==> src/hw/rtl/prd_pkg.sv <==
// Shared types and constants for the pulse rate detector.
package prd_pkg;

    // Field widths
    localparam int SAMPLE_W    = 10;
    localparam int TIME_W      = 32;
    localparam int LEVEL_W     = 18;
    localparam int FRAC_W      = 8;
    localparam int RATE_W      = 8;
    localparam int CFG_IDX_W   = 3;
    localparam int CFG_DATA_W  = 16;

    // Filter coefficients: 218/256 keep, 38/256 take
    localparam logic [7:0] FILT_KEEP = 8'd218;
    localparam logic [5:0] FILT_TAKE = 6'd38;

    // Rate arithmetic
    localparam logic [15:0]       MS_PER_MINUTE = 16'd60000;
    localparam logic [TIME_W-1:0] INIT_INTERVAL = 32'd1000;
    localparam logic [RATE_W-1:0] RATE_MAX      = 8'd255;

    // Rate divider: one quotient bit per cycle
    localparam int DIV_W      = 32;
    localparam int DIV_ITER_W = 6;
    localparam logic [DIV_ITER_W-1:0] ITER_RATE = 6'd16;

    // Register indexes
    localparam logic [CFG_IDX_W-1:0] REG_REFRACTORY = 3'd0;
    localparam logic [CFG_IDX_W-1:0] REG_BEAT_MIN   = 3'd1;
    localparam logic [CFG_IDX_W-1:0] REG_PRESENT    = 3'd2;
    localparam logic [CFG_IDX_W-1:0] REG_RATE_LOW   = 3'd3;
    localparam logic [CFG_IDX_W-1:0] REG_RATE_HIGH  = 3'd4;

    // Register reset values
    localparam logic [15:0]         RST_REFRACTORY = 16'd300;
    localparam logic [SAMPLE_W-1:0] RST_BEAT_MIN   = 10'd100;
    localparam logic [SAMPLE_W-1:0] RST_PRESENT    = 10'd575;
    localparam logic [RATE_W-1:0]   RST_RATE_LOW   = 8'd50;
    localparam logic [RATE_W-1:0]   RST_RATE_HIGH  = 8'd100;

    typedef struct packed {
        logic [15:0]         refractory_ms;
        logic [SAMPLE_W-1:0] beat_min_level;
        logic [SAMPLE_W-1:0] present_level;
        logic [RATE_W-1:0]   rate_low_limit;
        logic [RATE_W-1:0]   rate_high_limit;
    } cfg_t;

    // Controller to datapath commands
    typedef struct packed {
        logic load_in;
        logic filt;
        logic decide;
        logic avg_load;
        logic div_rate_start;
        logic rate_sat;
        logic rate_load;
        logic alarm_upd;
        logic out_load;
    } cmd_t;

    // Datapath to controller status
    typedef struct packed {
        logic beat;
        logic div_done;
        logic avg_zero;
    } status_t;

endpackage

==> src/hw/rtl/prd_div.sv <==
// Restoring divider, one quotient bit per cycle, iteration count set at start.
module prd_div
(
    input  logic                           clk,
    input  logic                           rst_n,
    input  logic                           start,
    input  logic [prd_pkg::DIV_W-1:0]      dividend,
    input  logic [prd_pkg::DIV_W-1:0]      divisor,
    input  logic [prd_pkg::DIV_ITER_W-1:0] iterations,
    output logic [prd_pkg::DIV_W-1:0]      quotient,
    output logic                           done
);
    import prd_pkg::*;

    logic [DIV_W-1:0]      rem_reg, rem_next;
    logic [DIV_W-1:0]      quo_reg, quo_next;
    logic [DIV_W-1:0]      dsr_reg, dsr_next;
    logic [DIV_ITER_W-1:0] cnt_reg, cnt_next;
    logic                  busy_reg, busy_next;
    logic                  done_reg, done_next;
    logic [DIV_W:0]        trial;
    logic [DIV_W:0]        diff;
    logic                  fits;

    // One compare and subtract step
    assign trial = {rem_reg, quo_reg[DIV_W-1]};
    assign diff  = trial - {1'b0, dsr_reg};
    assign fits  = (trial >= {1'b0, dsr_reg});

    always_comb
    begin
        rem_next  = rem_reg;
        quo_next  = quo_reg;
        dsr_next  = dsr_reg;
        cnt_next  = cnt_reg;
        busy_next = busy_reg;
        done_next = 1'b0;
        if (start)
        begin
            rem_next  = '0;
            quo_next  = dividend;
            dsr_next  = divisor;
            cnt_next  = iterations;
            busy_next = 1'b1;
        end
        else if (busy_reg)
        begin
            rem_next = fits ? diff[DIV_W-1:0] : trial[DIV_W-1:0];
            quo_next = {quo_reg[DIV_W-2:0], fits};
            cnt_next = cnt_reg - 1'b1;
            if (cnt_reg == DIV_ITER_W'(1))
            begin
                busy_next = 1'b0;
                done_next = 1'b1;
            end
        end
    end

    // Control state
    always_ff @(posedge clk or negedge rst_n)
    begin
        if (!rst_n)
        begin
            cnt_reg  <= '0;
            busy_reg <= 1'b0;
            done_reg <= 1'b0;
        end
        else
        begin
            cnt_reg  <= cnt_next;
            busy_reg <= busy_next;
            done_reg <= done_next;
        end
    end

    // Operand and partial result registers
    always_ff @(posedge clk)
    begin
        rem_reg <= rem_next;
        quo_reg <= quo_next;
        dsr_reg <= dsr_next;
    end

    assign quotient = quo_reg;
    assign done     = done_reg;

endmodule

==> src/hw/rtl/prd_datapath.sv <==
// Filter, beat decision, interval history, rate and alarm datapath.
module prd_datapath
#(
    parameter int HISTORY_DEPTH = 5
)
(
    input  logic                           clk,
    input  logic                           rst_n,
    input  prd_pkg::cmd_t                  cmd,
    output prd_pkg::status_t               status,
    input  prd_pkg::cfg_t                  cfg,
    input  logic [prd_pkg::SAMPLE_W-1:0]   sample,
    input  logic [prd_pkg::TIME_W-1:0]     time_ms,
    output logic [prd_pkg::LEVEL_W-1:0]    filtered_level,
    output logic                           beat,
    output logic [prd_pkg::RATE_W-1:0]     rate,
    output logic                           signal_present,
    output logic                           alarm
);
    import prd_pkg::*;

    localparam int PTR_W = (HISTORY_DEPTH > 1) ? $clog2(HISTORY_DEPTH) : 1;
    localparam logic [TIME_W-1:0] SUM_INIT = TIME_W'(1000 * HISTORY_DEPTH);
    localparam logic [PTR_W-1:0]  PTR_LAST = PTR_W'(HISTORY_DEPTH - 1);

    // Sum over depth as a reciprocal multiply: ceil(2^(32+l)/depth), l = clog2(depth)
    localparam int AVG_SHIFT = TIME_W + $clog2(HISTORY_DEPTH);
    localparam int RECIP_W   = TIME_W + 1;
    localparam int PROD_W    = AVG_SHIFT + TIME_W;
    localparam logic [63:0] AVG_NUM = 64'd1 << AVG_SHIFT;
    localparam logic [RECIP_W-1:0] AVG_RECIP =
        RECIP_W'((AVG_NUM + 64'(HISTORY_DEPTH - 1)) / 64'(HISTORY_DEPTH));

    // Item and state registers
    logic [SAMPLE_W-1:0] sample_reg, sample_next;
    logic [TIME_W-1:0]   time_reg, time_next;
    logic [LEVEL_W-1:0]  filter_reg, filter_next;
    logic [LEVEL_W-1:0]  prev_reg, prev_next;
    logic                armed_off_reg, armed_off_next;
    logic [TIME_W-1:0]   last_beat_reg, last_beat_next;
    logic [TIME_W-1:0]   elapsed_reg, elapsed_next;
    logic [TIME_W-1:0]   ring_reg [HISTORY_DEPTH];
    logic [TIME_W-1:0]   ring_next [HISTORY_DEPTH];
    logic [PTR_W-1:0]    pos_reg, pos_next;
    logic [TIME_W-1:0]   sum_reg, sum_next;
    logic [TIME_W-1:0]   avg_reg, avg_next;
    logic [RATE_W-1:0]   rate_reg, rate_next;
    logic                alarm_reg, alarm_next;
    logic                beat_reg, beat_next;
    logic                present_reg, present_next;

    // Output register
    logic [LEVEL_W-1:0]  o_level_reg, o_level_next;
    logic                o_beat_reg, o_beat_next;
    logic [RATE_W-1:0]   o_rate_reg, o_rate_next;
    logic                o_present_reg, o_present_next;
    logic                o_alarm_reg, o_alarm_next;

    // Filter arithmetic
    logic [25:0]         keep_prod;
    logic [15:0]         take_prod;
    logic [26:0]         filt_sum;
    logic                beat_ok;

    // Average arithmetic
    logic [PROD_W-1:0]   avg_prod;

    // Divider hookup
    logic                div_start;
    logic [DIV_W-1:0]    div_dividend;
    logic [DIV_W-1:0]    div_divisor;
    logic [DIV_ITER_W-1:0] div_iter;
    logic [DIV_W-1:0]    div_quo;
    logic                div_done;
    logic [DIV_W-2:0]    half_rate;

    assign keep_prod = {18'b0, FILT_KEEP} * {8'b0, filter_reg};
    assign take_prod = {10'b0, FILT_TAKE} * {6'b0, sample_reg};
    assign filt_sum  = {1'b0, keep_prod} + {3'b0, take_prod, 8'b0};

    assign beat_ok = (filter_reg > prev_reg) && !armed_off_reg &&
                     (elapsed_reg > {16'b0, cfg.refractory_ms}) &&
                     (filter_reg > {cfg.beat_min_level, {FRAC_W{1'b0}}});

    assign avg_prod = PROD_W'(sum_reg) * PROD_W'(AVG_RECIP);

    // Average by multiply, then minute over average on the divider
    assign div_start    = cmd.div_rate_start;
    assign div_dividend = {MS_PER_MINUTE, 16'b0};
    assign div_divisor  = avg_reg;
    assign div_iter     = ITER_RATE;
    assign half_rate    = div_quo[DIV_W-1:1];

    prd_div u_div
    (
        .clk        (clk),
        .rst_n      (rst_n),
        .start      (div_start),
        .dividend   (div_dividend),
        .divisor    (div_divisor),
        .iterations (div_iter),
        .quotient   (div_quo),
        .done       (div_done)
    );

    always_comb
    begin
        sample_next    = sample_reg;
        time_next      = time_reg;
        filter_next    = filter_reg;
        prev_next      = prev_reg;
        armed_off_next = armed_off_reg;
        last_beat_next = last_beat_reg;
        elapsed_next   = elapsed_reg;
        ring_next      = ring_reg;
        pos_next       = pos_reg;
        sum_next       = sum_reg;
        avg_next       = avg_reg;
        rate_next      = rate_reg;
        alarm_next     = alarm_reg;
        beat_next      = beat_reg;
        present_next   = present_reg;
        o_level_next   = o_level_reg;
        o_beat_next    = o_beat_reg;
        o_rate_next    = o_rate_reg;
        o_present_next = o_present_reg;
        o_alarm_next   = o_alarm_reg;

        // Capture the request
        if (cmd.load_in)
        begin
            sample_next = sample;
            time_next   = time_ms;
        end

        // Filter update and time since last beat
        if (cmd.filt)
        begin
            filter_next  = filt_sum[FRAC_W +: LEVEL_W];
            elapsed_next = time_reg - last_beat_reg;
        end

        // Beat decision and history update
        if (cmd.decide)
        begin
            beat_next = beat_ok;
            if (beat_ok)
            begin
                armed_off_next     = 1'b1;
                last_beat_next     = time_reg;
                ring_next[pos_reg] = elapsed_reg;
                sum_next           = sum_reg - ring_reg[pos_reg] + elapsed_reg;
                pos_next           = (pos_reg == PTR_LAST) ? '0 : pos_reg + 1'b1;
            end
            if (filter_reg < prev_reg)
                armed_off_next = 1'b0;
            prev_next    = filter_reg;
            present_next = filter_reg > {cfg.present_level, {FRAC_W{1'b0}}};
        end

        // Average interval over the history
        if (cmd.avg_load)
            avg_next = avg_prod[AVG_SHIFT +: TIME_W];

        // Rate: zero average saturates, otherwise halve and clamp
        if (cmd.rate_sat)
            rate_next = RATE_MAX;
        else if (cmd.rate_load)
            rate_next = (half_rate > (DIV_W-1)'(RATE_MAX)) ? RATE_MAX
                                                           : half_rate[RATE_W-1:0];

        // Alarm held while no signal
        if (cmd.alarm_upd && present_reg)
            alarm_next = (rate_reg > cfg.rate_high_limit) ||
                         (rate_reg < cfg.rate_low_limit);

        if (cmd.out_load)
        begin
            o_level_next   = filter_reg;
            o_beat_next    = beat_reg;
            o_rate_next    = rate_reg;
            o_present_next = present_reg;
            o_alarm_next   = alarm_reg;
        end
    end

    // Detector state
    always_ff @(posedge clk or negedge rst_n)
    begin
        if (!rst_n)
        begin
            filter_reg    <= '0;
            prev_reg      <= '0;
            armed_off_reg <= 1'b0;
            last_beat_reg <= '0;
            for (int i = 0; i < HISTORY_DEPTH; i++)
                ring_reg[i] <= INIT_INTERVAL;
            pos_reg       <= '0;
            sum_reg       <= SUM_INIT;
            rate_reg      <= '0;
            alarm_reg     <= 1'b0;
        end
        else
        begin
            filter_reg    <= filter_next;
            prev_reg      <= prev_next;
            armed_off_reg <= armed_off_next;
            last_beat_reg <= last_beat_next;
            ring_reg      <= ring_next;
            pos_reg       <= pos_next;
            sum_reg       <= sum_next;
            rate_reg      <= rate_next;
            alarm_reg     <= alarm_next;
        end
    end

    // Per-request payload
    always_ff @(posedge clk)
    begin
        sample_reg    <= sample_next;
        time_reg      <= time_next;
        elapsed_reg   <= elapsed_next;
        avg_reg       <= avg_next;
        beat_reg      <= beat_next;
        present_reg   <= present_next;
        o_level_reg   <= o_level_next;
        o_beat_reg    <= o_beat_next;
        o_rate_reg    <= o_rate_next;
        o_present_reg <= o_present_next;
        o_alarm_reg   <= o_alarm_next;
    end

    assign status.beat     = beat_reg;
    assign status.div_done = div_done;
    assign status.avg_zero = (avg_reg == '0);

    assign filtered_level = o_level_reg;
    assign beat           = o_beat_reg;
    assign rate           = o_rate_reg;
    assign signal_present = o_present_reg;
    assign alarm          = o_alarm_reg;

endmodule

==> src/hw/rtl/prd_ctrl.sv <==
// Sequencing state machine for the pulse rate detector.
module prd_ctrl
(
    input  logic             clk,
    input  logic             rst_n,
    input  logic             in_valid,
    output logic             in_ready,
    output logic             out_valid,
    input  logic             out_ready,
    input  prd_pkg::status_t status,
    output prd_pkg::cmd_t    cmd
);
    import prd_pkg::*;

    localparam logic [2:0] S_IDLE     = 3'd0;
    localparam logic [2:0] S_FILT     = 3'd1;
    localparam logic [2:0] S_DECIDE   = 3'd2;
    localparam logic [2:0] S_BRANCH   = 3'd3;
    localparam logic [2:0] S_AVG      = 3'd4;
    localparam logic [2:0] S_DIV_RATE = 3'd5;
    localparam logic [2:0] S_ALARM    = 3'd6;
    localparam logic [2:0] S_OUT      = 3'd7;

    logic [2:0] state_reg, state_next;
    logic       out_valid_reg, out_valid_next;
    logic       out_free;

    assign in_ready = (state_reg == S_IDLE);
    assign out_free = !out_valid_reg || out_ready;

    always_comb
    begin
        state_next = state_reg;
        cmd        = '0;
        unique case (state_reg)
            S_IDLE:
            begin
                if (in_valid)
                begin
                    cmd.load_in = 1'b1;
                    state_next  = S_FILT;
                end
            end
            S_FILT:
            begin
                cmd.filt   = 1'b1;
                state_next = S_DECIDE;
            end
            S_DECIDE:
            begin
                cmd.decide = 1'b1;
                state_next = S_BRANCH;
            end
            S_BRANCH:
            begin
                if (status.beat)
                begin
                    cmd.avg_load = 1'b1;
                    state_next   = S_AVG;
                end
                else
                    state_next = S_ALARM;
            end
            S_AVG:
            begin
                if (status.avg_zero)
                begin
                    cmd.rate_sat = 1'b1;
                    state_next   = S_ALARM;
                end
                else
                begin
                    cmd.div_rate_start = 1'b1;
                    state_next         = S_DIV_RATE;
                end
            end
            S_DIV_RATE:
            begin
                if (status.div_done)
                begin
                    cmd.rate_load = 1'b1;
                    state_next    = S_ALARM;
                end
            end
            S_ALARM:
            begin
                cmd.alarm_upd = 1'b1;
                state_next    = S_OUT;
            end
            S_OUT:
            begin
                if (out_free)
                begin
                    cmd.out_load = 1'b1;
                    state_next   = S_IDLE;
                end
            end
            default:
            begin
                state_next = S_IDLE;
            end
        endcase
    end

    // Result valid: set on load, cleared when taken
    always_comb
    begin
        out_valid_next = out_valid_reg;
        if (cmd.out_load)
            out_valid_next = 1'b1;
        else if (out_ready)
            out_valid_next = 1'b0;
    end

    always_ff @(posedge clk or negedge rst_n)
    begin
        if (!rst_n)
        begin
            state_reg     <= S_IDLE;
            out_valid_reg <= 1'b0;
        end
        else
        begin
            state_reg     <= state_next;
            out_valid_reg <= out_valid_next;
        end
    end

    assign out_valid = out_valid_reg;

endmodule

==> src/hw/rtl/pulse_rate_detector.sv <==
// Pulse rate detector top level: configuration registers, controller and datapath.
//
// Usage: each input request carries one 10-bit sample and its millisecond
// timestamp on a valid/ready channel; each produces exactly one result
// request (filtered level, beat flag, rate, signal present, alarm) on a
// valid/ready output channel. Configuration registers are written through
// cfg_write/cfg_index/cfg_data while the block is idle; unknown indexes
// are ignored.
// Flow: a sample that is not a beat passes the filter, decision, branch,
// alarm and output states. A beat averages the interval history with a
// reciprocal multiply, then runs the one-bit-per-cycle divider for 16 steps
// to get the rate; when the average is zero the rate saturates instead.
// One request is processed at a time and the next can be taken in the cycle
// after the result is loaded.
// The result sits in an output register; a new request is accepted while
// it waits. If the receiver stalls, the next result waits in the final
// state until the output register frees up.
// Reset clears the filter, the beat state and the alarm, fills the interval
// history with 1000 ms and restores the register defaults.
module pulse_rate_detector
#(
    parameter int HISTORY_DEPTH = 5
)
(
    input  logic                             clk,
    input  logic                             rst_n,
    input  logic                             in_valid,
    output logic                             in_ready,
    input  logic [prd_pkg::SAMPLE_W-1:0]     sample,
    input  logic [prd_pkg::TIME_W-1:0]       time_ms,
    output logic                             out_valid,
    input  logic                             out_ready,
    output logic [prd_pkg::LEVEL_W-1:0]      filtered_level,
    output logic                             beat,
    output logic [prd_pkg::RATE_W-1:0]       rate,
    output logic                             signal_present,
    output logic                             alarm,
    input  logic                             cfg_write,
    input  logic [prd_pkg::CFG_IDX_W-1:0]    cfg_index,
    input  logic [prd_pkg::CFG_DATA_W-1:0]   cfg_data
);
    import prd_pkg::*;

    cfg_t    cfg_reg, cfg_next;
    cmd_t    cmd;
    status_t status;

    // Register writes
    always_comb
    begin
        cfg_next = cfg_reg;
        if (cfg_write)
        begin
            unique case (cfg_index)
                REG_REFRACTORY: cfg_next.refractory_ms   = cfg_data;
                REG_BEAT_MIN:   cfg_next.beat_min_level  = cfg_data[SAMPLE_W-1:0];
                REG_PRESENT:    cfg_next.present_level   = cfg_data[SAMPLE_W-1:0];
                REG_RATE_LOW:   cfg_next.rate_low_limit  = cfg_data[RATE_W-1:0];
                REG_RATE_HIGH:  cfg_next.rate_high_limit = cfg_data[RATE_W-1:0];
                default:        cfg_next = cfg_reg;
            endcase
        end
    end

    always_ff @(posedge clk or negedge rst_n)
    begin
        if (!rst_n)
        begin
            cfg_reg.refractory_ms   <= RST_REFRACTORY;
            cfg_reg.beat_min_level  <= RST_BEAT_MIN;
            cfg_reg.present_level   <= RST_PRESENT;
            cfg_reg.rate_low_limit  <= RST_RATE_LOW;
            cfg_reg.rate_high_limit <= RST_RATE_HIGH;
        end
        else
            cfg_reg <= cfg_next;
    end

    prd_ctrl u_ctrl
    (
        .clk       (clk),
        .rst_n     (rst_n),
        .in_valid  (in_valid),
        .in_ready  (in_ready),
        .out_valid (out_valid),
        .out_ready (out_ready),
        .status    (status),
        .cmd       (cmd)
    );

    prd_datapath #(
        .HISTORY_DEPTH (HISTORY_DEPTH)
    ) u_dp (
        .clk            (clk),
        .rst_n          (rst_n),
        .cmd            (cmd),
        .status         (status),
        .cfg            (cfg_reg),
        .sample         (sample),
        .time_ms        (time_ms),
        .filtered_level (filtered_level),
        .beat           (beat),
        .rate           (rate),
        .signal_present (signal_present),
        .alarm          (alarm)
    );

endmodule

==> config.mk <==
export PLATFORM = sky130hd
export DESIGN_NAME = pulse_rate_detector
export DESIGN_NICKNAME = d
export VERILOG_FILES = /design/src/hw/rtl/prd_pkg.sv /design/src/hw/rtl/prd_div.sv /design/src/hw/rtl/prd_datapath.sv /design/src/hw/rtl/prd_ctrl.sv /design/src/hw/rtl/pulse_rate_detector.sv
export SDC_FILE = /design/constraint.sdc
export NUM_CORES = 2
export LEC_CHECK = 0
export ABC_AREA = 1
export ABC_CLOCK_PERIOD_IN_PS = 7800
export BUFFER_PORTS_ARGS = -buffer_cell sky130_fd_sc_hd__buf_2
export CAP_MARGIN = 30
export CORE_MARGIN = 4
export CORE_UTILIZATION = 59
export DETAILED_ROUTE_END_ITERATION = 10
export PLACE_DENSITY = 0.73
export SYNTH_ARGS = -nofsm -noshare
export SYNTH_HDL_FRONTEND = slang
export SYNTH_SLANG_ARGS = --single-unit
==> constraint.sdc <==
create_clock -name clk -period 7.8 [get_ports clk]
set_input_delay 0.39 -clock clk [delete_from_list [all_inputs] [get_ports clk]]
set_output_delay 0.39 -clock clk [all_outputs]
set_load 0.02 [all_outputs]
* After elaboration in Yosys (flattened, before gate mapping)
Index checks and enable logic that the tools add are counted.
W data, S select, Z words.
** Cells by class
- Reductions and logical operators :: 24
- Bitwise logic cells :: 1
- Multiplexer cells :: 43
- Multiply operators :: 3
- Divide/modulo/power cells :: 0
- Eq/ne operators :: 16
- Magnitude comparators :: 11
- $add $sub $neg :: 7
- Shifts and indexed selects :: 0
** Operator list (count)
- $bwmux W160 :: 1
- $mux W32 :: 4
- $bmux W32 S3 :: 1
- $demux W32 S3 :: 1
- $mul A32 B32 Y64 const B :: 1
- $sub A32 B32 Y32 :: 2
- $gt A18 B18 Y1 :: 3
- $ge A33 B30 Y1 :: 1
- $add A32 B32 Y32 :: 1
- $gt A32 B16 Y1 :: 1
- $logic_not A32 Y1 :: 1
- $sub A32 B30 Y32 :: 1
- $gt A31 B8 Y1 const B :: 1
- $add A26 B24 Y26 :: 1
- $mul A7 B18 Y25 const A :: 1
- $mux W8 :: 3
- $pmux W3 S8 :: 1
- $mux W1 :: 23
- $eq A3 B3 Y1 const B :: 6
- $lt A18 B18 Y1 :: 1
- $mul A5 B10 Y15 const A :: 1
- $reduce_and A2 Y1 :: 7
- $eq A3 B2 Y1 const B :: 4
- $mux W3 :: 4
- other kinds (19) :: 34
** Word-level totals
- Memory bits (writable) :: 0
- Logic and storage cells :: 142
- Bits in read-only memories :: 0
- Bits in latches :: 0
- Memories kept :: 0
- Bits in registers :: 566
- Output and inout bits :: 31

* Depth between registers and ports, before layout
- Depth after elaboration :: 6
- Gate-level depth with buffers :: 31
- Mapped depth without buffers :: 30

* Cells and area by module
From an unflattened synthesis, not the netlist that was laid out.
** Unflattened totals
- Cells, all modules :: 6584
- Area total of the unflattened synthesis :: 54203.2 um^2
** By module, submodules not included
- prd_datapath :: seq. area each 10929.2 um^2, cells an instance 5301, area each 44859.3 um^2, instances 1
- prd_div :: seq. area each 2762.6 um^2, cells an instance 999, area each 6917.9 um^2, instances 1
- pulse_rate_detector :: seq. area each 1326.3 um^2, cells an instance 236, area each 2132.0 um^2, instances 1
- prd_ctrl :: seq. area each 100.1 um^2, cells an instance 48, area each 294.0 um^2, instances 1

* Worst setup path after synthesis
No wires, ideal clock.
- Kind :: register to register
- Start point :: register u_dp.sum_reg[7]
- End point :: register u_dp.avg_reg[29] (data pin)
- Path slack :: 1580 ps
- Library setup time :: 252 ps
- Required time :: 7548 ps
- Arrival time :: 5968 ps
- Cell stages (with the launch flop) :: 22
- Cell sequence :: dfstp_2 ha_1 inv_1 fa_1 fa_1 fa_1 fa_1 fa_1 fa_1 inv_1 fa_1 ha_1 a21oi_1 o21ai_0 a21oi_1 nor2_1 nor2_1 nor2_1 nor2_1 nand2_1 nand2_1 nand2_1
** On the way
- Cells in the longest elaborated chain, start to end :: 1
** RTL lines
- start, declared :: RTL line prd_datapath.sv:45 : logic [TIME_W-1:0] sum_reg, sum_next;
- start signal, assigned :: RTL line prd_datapath.sv:211 : sum_reg <= sum_next;
- $mul A32 B32 Y64 :: RTL line prd_datapath.sv:85 : assign avg_prod = PROD_W'(sum_reg) * PROD_W'(AVG_RECIP);
- net u_dp.avg_prod[64] :: RTL line prd_datapath.sv:66 : logic [PROD_W-1:0] avg_prod;
- end signal, assigned :: RTL line prd_datapath.sv:223 : avg_reg <= avg_next;
- end, declared :: RTL line prd_datapath.sv:46 : logic [TIME_W-1:0] avg_reg, avg_next;
The timed path passes the listed nets, and every way through them passes these cells.
A chain may end at the register's enable or synchronous reset.

* Worst setup path in the final report
- Start point :: register u_dp.sum_reg[8]
- End point :: register u_dp.avg_reg[17] (data pin)
Same word-level chain as after synthesis.

==> results.json <==
{
  "gp_congestion": 1.036,
  "root_buffer": "clkbuf_16",
  "nNetsFinal": 7889,
  "io_buffers": 96,
  "cp_max_fo": 9,
  "largest_reg_flops": 160,
  "dpl.hpwl_microns": 129800,
  "drive_above_1_share_pct": 5.074,
  "start_util_pct": 59.73,
  "via_count": 44550,
  "drt-total-wl_microns": 163000,
  "clkTransAtPathRegs_ns": 0.06,
  "synth_seq_cells": 566,
  "cp.buffers_inverters": 3,
  "first_pass_iters": 9,
  "antenna_cells": 0,
  "cp_cell_sequence": "ha_1 > inv_1 > fa_1 > fa_1 > fa_1 > fa_1 > fa_1 > fa_1 > inv_1 > fa_1 > ha_1 > nand2_1 > nor2_1 > inv_1 > nor2_1 > nand2_1 > o21ai_0 > nand2_1 > nand3_1 > nand2_1",
  "relSlewSlack_pct": 30.99,
  "reg2reg_to": "u_dp.avg_reg[17]$_DFFE_PP_",
  "required_ns": 8.19,
  "r2r-start": "u_dp.sum_reg[8]$_DFFE_PN1P_",
  "fmaxAchievable_mhz": 132.8,
  "dieArea_sq_mm": 0.09631,
  "worst_hold_path.num_cells": 4,
  "ys_types": 56,
  "period_share_pct": 96.53,
  "layout_common_cells": "1566 x nand2_1, 1412 x inv_1, 608 x ha_1",
  "drv_slew": 0,
  "hold_path_end": "u_ctrl.out_valid$_DFFE_PN0P_",
  "final_common_cell": "nand2_1",
  "cts_buffer_depth": 3,
  "viasPerCell": 5.585,
  "synth_edf_count": 165,
  "post-cts-setup-buffer-count": 0,
  "rr_worst_depth": 20,
  "rsz0062_at_grt": "no",
  "ys.flop_type": "dfrtp_1",
  "worstSetupEndpointType": "flop",
  "worstSkewPairLatency_ns": 0.67,
  "ys_seq_area_share_pct": 27.33,
  "die_y_microns": 310.3,
  "hold_start": "out_ready",
  "regToRegSetupSlack_ns": 0.27,
  "ios": 97,
  "final_hold_viol_count": 0,
  "drc_errors": 0,
  "grt.overflow.total": 0,
  "netlist_area_sq_mm": 0.05393,
  "antenna_found_initial": 1,
  "grt.total_usage_pct": 34.24,
  "cp_top_family": "adder cells",
  "ant_nets": 0,
  "synthToLayoutAreaGrowth_pct": 8.547,
  "setup-violations-final": 0,
  "grt_max_degree": 88,
  "grt_pass1_vias": 44310,
  "cts_tree": "done",
  "maxCapViolCount": 0,
  "syn-num-nets": 7786,
  "yosysWarnings": 0,
  "path_common_cell": "fa_1",
  "avgSynthCellArea_sq_um": 8.120,
  "rows": 110,
  "synthCells": 6642,
  "slowest_stage": "dfstp_2",
  "skew_ns": 0.04184,
  "cp_data_arrival_time_ns": 7.92,
  "die_w_microns": 310.3,
  "grt_pass1_wl_microns": 252200,
  "drt_iter0_drc": 3712,
  "h-tree-depth": 3,
  "design.core.area_sq_mm": 0.09029,
  "wl_per_cell_microns": 20.43,
  "critPathKind": "reg2reg",
  "worst_pin_slew_ns": 1.034,
  "cts_sinks": 566,
  "cts_buffers": 67,
  "start_kind": "flop",
  "cpPeakStageDelay_ns": 0.71,
  "cp-startpoint": "u_dp.sum_reg[8]$_DFFE_PN1P_",
  "async_flop_share_pct": 59.54,
  "tns_ns": 0,
  "status": "finished, final reports clean",
  "finalCriticalPeriod_ns": 7.529,
  "hold_class": "in2reg"
}
-- cells in the mapped netlist (12+ instances only) --
| master | number | area [sq um] |
|---|---|---|
| a21o_1 | 25 | 187.7 |
| a21oi_1 | 268 | 1341 |
| a22oi_1 | 32 | 240.2 |
| a31oi_1 | 14 | 87.58 |
| buf_1 | 31 | 116.4 |
| buf_2 | 40 | 200.2 |
| buf_6 | 12 | 135.1 |
| clkbuf_1 | 65 | 244.0 |
| dfrtp_1 | 282 | 7057 |
| dfstp_2 | 55 | 1445 |
| dfxtp_1 | 64 | 1281 |
| edfxtp_1 | 165 | 4955 |
| fa_1 | 470 | 9409 |
| ha_1 | 608 | 7607 |
| inv_1 | 1417 | 5319 |
| nand2_1 | 1567 | 5882 |
| nand3_1 | 228 | 1141 |
| nand3b_1 | 12 | 90.09 |
| nand4_1 | 261 | 1633 |
| nor2_1 | 393 | 1475 |
| nor3_1 | 47 | 235.2 |
| nor4_1 | 17 | 106.4 |
| o211ai_1 | 16 | 120.1 |
| o21ai_0 | 280 | 1401 |
| o21bai_1 | 28 | 210.2 |
| xnor2_1 | 55 | 481.7 |
| xor2_1 | 100 | 875.8 |
-- area by class of cell --
cell class	instances	area (sq um)
Clock inverter	34	530.5
Clock buffer	90	1917
Fill cell	7918	31750
Multi-Input combinational cell	4504	33200
Timing Repair Buffer	187	1356
Tap cell	1176	1471
Inverter	1419	5326
Sequential cell	566	14740
-- how the worst max path moves through the flow --
| stage | to | slack (ns) | depth (start not counted) |
|---|---|---|---|
| floorplan | u_dp.avg_reg[29]$_DFFE_PP_ | 1.58 | 21 |
| global placement | u_dp.avg_reg[17]$_DFFE_PP_ | 0.43 | 22 |
| detailed placement | u_dp.avg_reg[17]$_DFFE_PP_ | 0.38 | 20 |
| CTS | u_dp.avg_reg[17]$_DFFE_PP_ | 0.32 | 20 |
| global route | u_dp.avg_reg[17]$_DFFE_PP_ | 0.01 | 21 |
| finish | u_dp.avg_reg[17]$_DFFE_PP_ | 0.27 | 20 |
-- through the flow --
step           cell area [sq um]  utilization, %  cells  hold slack, ns  setup slack (ns)
2_1_floorplan              53930               -   6642         0.09441             1.580
3_3_place_gp               55510           61.48   7799          0.3905            0.4329
3_5_place_dp               55600           61.58   7803          0.3892            0.3757
4_1_cts                    58530           64.83   7976         0.08645            0.3219
5_1_grt                    58540           64.84   7976          0.1331           0.01445
6_report                   58540           64.84   7976          0.1059            0.2710
-- routing by layer --
metal,track usage [%],vias up,share of wire (%)
li1,-,21200,-
met1,46.96,21490,43
met2,55.41,1566,46
met3,6.160,299,7.6
met4,11.55,0,3.6
met5,0,-,0
-- tightest hold or removal path, cell delays in order --
cell and delay, ns:
buf_2 0.08, nor2_1 0.11, inv_1 0.09, nand2_1 0.05
-- cells by family (layout without fill, tap and decap cells) --
| group | after synthesis | in the layout | share of synthesized area [%] |
|---|---|---|---|
| buffers and inverters | 1572 | 1730 | 11.23 |
| DFF | 566 | 566 | 27.33 |
| AOI/OAI and AO/OA | 709 | 709 | 7.289 |
| xor gates and xnor gates | 155 | 155 | 2.517 |
| and+or+nand+nor | 2562 | 2562 | 20.09 |
| adders and majority gates | 1078 | 1078 | 31.55 |
-- what timing repair did --
item	CTS	global route
gates resized for setup	0	1
endpoints found under the setup margin	0	1
endpoints found under the hold margin	109	0
hold buffers	49	0
Power is not shown: default switching activity piles up to over one toggle a cycle in this logic, so the estimate is an artifact.
